==> src/design/evt_pkg.sv <==
// Package for the exclusion visibility table: sizes, commands, status codes
// and the record passed from the front part to the back part.
// No dependencies.
package evt_pkg;

  localparam int unsigned TableEntries = 16;
  localparam int unsigned IdsPerEntry  = 8;
  localparam int unsigned EntW  = $clog2(TableEntries);
  localparam int unsigned SlotW = (IdsPerEntry > 1) ? $clog2(IdsPerEntry) : 1;
  localparam int unsigned CntW  = $clog2(IdsPerEntry + 1);
  localparam int unsigned IdW   = 22;
  localparam int unsigned KeyW  = 64;
  localparam int unsigned IdAddrW = EntW + SlotW;
  localparam int unsigned IdDepth = 1 << IdAddrW;

  typedef enum logic [2:0] {
    CMD_MARK       = 3'd0,
    CMD_UNMARK_ALL = 3'd1,
    CMD_UNMARK_TGT = 3'd2,
    CMD_UNMARK_PAR = 3'd3,
    CMD_QUERY      = 3'd4
  } cmd_e;

  typedef enum logic [1:0] {
    ST_DONE = 2'd0,
    ST_NONE = 2'd1,
    ST_FULL = 2'd2
  } status_e;

  // Classified request handed to the back part.
  typedef struct packed {
    logic [2:0]      cmd;
    logic [KeyW-1:0] key;
    logic [IdW-1:0]  id;
  } req_t;

  typedef enum logic [1:0] {
    BK_IDLE,
    BK_SCAN,
    BK_OUT
  } back_state_e;

endpackage

==> src/design/evt_req_if.sv <==
// Handshake channels of the exclusion visibility table.
// Depends on nothing but the widths written here.
interface evt_req_if;
  logic        valid;
  logic        ready;
  logic [2:0]  cmd;
  logic [63:0] object_key;
  logic [21:0] target_id;
  logic [21:0] requester_id;
  logic [21:0] parent_id;
  modport source (output valid, cmd, object_key, target_id, requester_id, parent_id,
                  input ready);
  modport sink (input valid, cmd, object_key, target_id, requester_id, parent_id,
                output ready);
endinterface


==> src/design/evt_front.sv <==
// Front part: accepts requests, selects the id operand and queues requests.
// Depends on evt_pkg and the channel interfaces.
module evt_front import evt_pkg::*; (
  input  logic          clk_i,
  input  logic          rst_ni,
  evt_req_if.sink       req,
  output logic          q_valid_o,
  input  logic          q_pop_i,
  output req_t          q_data_o
);
  localparam int unsigned Depth = 2;

  req_t       buf_q [Depth];
  logic       wp_q, rp_q;
  logic [1:0] cnt_q;
  req_t       in_req;
  logic       push;

  // Classify: pick the id each command needs.
  always_comb begin
    in_req.cmd = req.cmd;
    in_req.key = req.object_key;
    unique case (req.cmd)
      CMD_UNMARK_TGT: in_req.id = req.target_id;
      CMD_UNMARK_PAR: in_req.id = req.parent_id;
      default:        in_req.id = req.requester_id;
    endcase
  end

  assign req.ready = (cnt_q != 2'(Depth));
  assign push      = req.valid && req.ready;
  assign q_valid_o = (cnt_q != 2'd0);
  assign q_data_o  = buf_q[rp_q];

  // Two-entry queue towards the back part.
  always_ff @(posedge clk_i or negedge rst_ni) begin
    if (!rst_ni) begin
      wp_q  <= 1'b0;
      rp_q  <= 1'b0;
      cnt_q <= 2'd0;
    end else begin
      if (push) begin
        wp_q <= ~wp_q;
      end
      if (q_pop_i) begin
        rp_q <= ~rp_q;
      end
      cnt_q <= cnt_q + 2'(push) - 2'(q_pop_i);
    end
  end

  always_ff @(posedge clk_i) begin
    if (push) begin
      buf_q[wp_q] <= in_req;
    end
  end
endmodule

==> src/flat_wrapper.sv <==
// flat-port wrapper written by rule: the top's interface ports become plain ports
module evt_front_flat import evt_pkg::*;
  (clk_i, rst_ni, q_valid_o, q_pop_i, q_data_o, req_valid, req_cmd, req_object_key, req_target_id, req_requester_id, req_parent_id, req_ready);
  evt_req_if req_i ();
  input  logic clk_i;
  input  logic rst_ni;
  output logic q_valid_o;
  input  logic q_pop_i;
  output req_t q_data_o;
  input wire logic [$bits(req_i.valid)-1:0] req_valid;
  input wire logic [$bits(req_i.cmd)-1:0] req_cmd;
  input wire logic [$bits(req_i.object_key)-1:0] req_object_key;
  input wire logic [$bits(req_i.target_id)-1:0] req_target_id;
  input wire logic [$bits(req_i.requester_id)-1:0] req_requester_id;
  input wire logic [$bits(req_i.parent_id)-1:0] req_parent_id;
  output wire logic [$bits(req_i.ready)-1:0] req_ready;
  assign req_i.valid = req_valid;
  assign req_i.cmd = req_cmd;
  assign req_i.object_key = req_object_key;
  assign req_i.target_id = req_target_id;
  assign req_i.requester_id = req_requester_id;
  assign req_i.parent_id = req_parent_id;
  assign req_ready = req_i.ready;
  evt_front u_core (.clk_i(clk_i), .rst_ni(rst_ni), .req(req_i), .q_valid_o(q_valid_o), .q_pop_i(q_pop_i), .q_data_o(q_data_o));
endmodule
==> config.mk <==
export PLATFORM = sky130hd
export DESIGN_NAME = evt_front_flat
export DESIGN_NICKNAME = d
export VERILOG_FILES = /design/src/design/evt_pkg.sv /design/src/design/evt_req_if.sv /design/src/design/evt_front.sv /design/src/flat_wrapper.sv
export SDC_FILE = /design/constraint.sdc
export NUM_CORES = 1
export LEC_CHECK = 0
export BUFFER_PORTS_ARGS = -buffer_cell sky130_fd_sc_hd__buf_2
export CORE_ASPECT_RATIO = 0.7
export CORE_MARGIN = 4
export CORE_UTILIZATION = 45
export DETAILED_ROUTE_END_ITERATION = 10
export PLACE_DENSITY = 0.71
export SYNTH_ARGS = -nofsm -noshare
export SYNTH_HDL_FRONTEND = slang
export SYNTH_SLANG_ARGS = --single-unit
==> constraint.sdc <==
create_clock -name clk_i -period 7 [get_ports clk_i]
set_clock_uncertainty 0.15 [all_clocks]
set_input_delay 1.4 -clock clk_i [delete_from_list [all_inputs] [get_ports clk_i]]
set_output_delay 1.4 -clock clk_i [all_outputs]
set_load 0.005 [all_outputs]
==> summary.md <==
| Metric | Value |
|---|---|
| Synthesized cell area | 7540 um^2 |
| Internal reg-to-reg setup slack | 4330 ps |
| Setup TNS | 0 ps |
| Initial DRC Count | 196 |
| Placeable Area | 16400 um^2 |
| Vias in the first global route | 4116 |
| Status | finished, final reports clean |
| CTS tree | done |
| Non-filler instance count after layout | 838 |
| FF+latch count, synth | 182 |
| Gr ovfl total | 0 |
| Die Ht | 116 um |
| Hold_sp | u_core.cnt_q[1] |
| Post-layout nets | 740 |
| Via count | 3973 |
| Seq/Total Area, Yosys | 0.722 |
| Fin. max-slew vios | 0 |
| Placed insts | 807 |
| Place WS | 3110 ps |
| CTS buffer count | 17 |
| Worst slew pin tran | 1250 ps |
| DP Area | 8750 um^2 |
| Syn Inst Count | 370 |
| WP data arrival | 2700 ps |
| R2r startpoint | u_core.cnt_q[1] |
| GP Congestion | 0.803 |
| Endpoints failing hold | 0 |
| Crit. End Element | output port |
| Postcts setup bufs | 0 |
| Mean post-synth cell area | 20.4 um^2 |
| Cell Rows | 39 |
| Commonest non-fill, non-tap cell in the layout | buf_2 |
| Total detailed-routing wirelength | 14400 um |
| Area delta synth->final | 24.1% |
| Reg clk slew, reported paths | 60 ps |
| Hold buffer count at CTS | 0 |
| VDD IR max | 186 uV |
| P_sw | 0.962 mW |
| DIE AREA | 18900 um^2 |
| CP Launch Type | flip-flop |
| Largest net degree at the start of global routing | 61 |
| Post-DP HPWL | 10100 um |
| Max-cap violations | 0 |
| Minimum clock period | 4250 ps |
| Routed WL per cell | 17.2 um |
| Hold Crit Class | flip-flop to flip-flop |
| Internal power | 2.71 mW |
| Lkg Pwr | 3.92 nW |
| CTS root buffer | clkbuf_16 |
| RSZ-0062 raised after global routing | no |
| Crit path kind | flip-flop to output port |
| Fin worst setup slack | 2750 ps |
| PortBufs | 227 |
| PwrDens | 392 nW/um^2 |
| Final setup viols | 0 |
| Sequential Power Share | 0.453 |
| Layout cells sized above 1 | 0.571 |
| Via density | 4.74 |
| GRT Total Usage | 0.149 |
| Clk buf depth | 2 |
| Logic gate share of total power | 0.282 |
| Achievable Freq | 235 MHz |
| CP Launch Point | u_core.rp_q |
| Overall Power | 3.67 mW |
| Clock power share | 0.265 |
| Router iterations before antenna repair | 4 |
| CP Max Fanout | 59 |
| H-tree depth | 4 |
| Count of cell types in the netlist | 19 |
| Most frequent cells in the layout | buf_2, edfxtp_1, mux2_4, nand2_1 |
| Sw frac | 0.262 |
| DRT antenna net count | 0 |
| Ys Warns | 0 |
| Fin area | 9360 um^2 |
| Relative slew slack | 0.166 |
| # fillers | 1266 |
| Clock Sinks | 182 |
| N_diodes | 0 |
| Initial Util | 0.460 |
| Initial antenna violation count | 0 |
| Wire length of the first global-routing pass | 21400 um |
| Drc violations | 0 |
| Crit share post-route | 0.608 |
| Syn Nets | 509 |
| Worst hold margin | 368 ps |
| Layout Utilization | 0.571 |
| Worst-Skew Late Latency | 400 ps |
| I/O pins | 228 |
| Die width | 163 um |
| Post-CTS sizing | 0 |
| CP Data Required Time | 5450 ps |
[registers in the layout (all words and copies together), names as in the netlist]
signal        count
u_core.buf_q    178
u_core.cnt_q      2
u_core.rp_q       1
u_core.wp_q       1
[metal layers]
layer  vias to the layer above  wire (um)  global-route usage
li1                       1890          -                   -
met1                      1884       6270               0.196
met2                       186       6740               0.238
met3                        13       1170              0.0448
met4                         0        192              0.0570
met5                         -          0                   0
[final timing paths]
| kind | endpoint | depth (start not counted) |
|---|---|---|
| max in group asynchronous | u_core.rp_q | 1 |
| max | q_data_o[19] | 3 |
| min in group asynchronous | u_core.rp_q | 1 |
| min reg2reg | u_core.cnt_q[1] | 1 |
| max reg2reg | u_core.buf_q[0][85] | 4 |
| min | u_core.cnt_q[1] | 1 |
[worst max-delay path: stages, from the launching register on]
cell	delay, ps
dfrtp_4	1140
buf_4	650
mux2_4	350
buf_2	130
[cells in the mapped netlist]
cell | instances | share of area
and3_1 | 1 | 0.00083
buf_12 | 9 | 0.024
buf_2 | 4 | 0.0027
buf_4 | 1 | 0.0010
buf_6 | 3 | 0.0045
clkbuf_2 | 1 | 0.00066
dfrtp_1 | 4 | 0.013
edfxtp_1 | 178 | 0.71
ha_1 | 2 | 0.0033
inv_1 | 3 | 0.0015
mux2_4 | 89 | 0.18
mux2i_1 | 22 | 0.029
nand2_1 | 23 | 0.011
nand2b_1 | 2 | 0.0017
nor2_1 | 1 | 0.00050
o21ai_0 | 22 | 0.015
or2_2 | 1 | 0.00083
xnor2_1 | 3 | 0.0035
xor2_1 | 1 | 0.0012
[final cells by class]
type	instances	area, um^2	area share
Sequential cell	182	5450	0.582
Multi-Input combinational cell	167	1850	0.198
Timing Repair Buffer	230	1160	0.124
Clock buffer	19	433	0.0462
Tap cell	225	282	0.0301
Clock inverter	12	176	0.0188
Inverter	3	11.3	0.00120
[power groups by stage]
stage | Sequential (mW) | Combinational (mW) | Clock, mW
after global routing | 1.69 | 1.12 | 1.05
after detailed placement | 1.68 | 1.05 | 0
after floorplan | 1.59 | 0.852 | 0
after CTS | 1.67 | 1.06 | 0.995
final | 1.66 | 1.03 | 0.973
after global placement | 1.68 | 1.03 | 0
[logic make-up (layout without fill, tap and decap cells)]
kind of cell,count (synthesis),count (layout),synth area share
AOI/OAI and AO/OA,22,22,0.0146
xor gates and xnor gates,4,4,0.00464
adders and majority gates,2,2,0.00332
buffers and inverters,21,264,0.0342
DFF,182,182,0.722
muxes,111,111,0.206
and+or+nand+nor,28,28,0.0153
No activity file was read; power rests on OpenSTA's default activity.
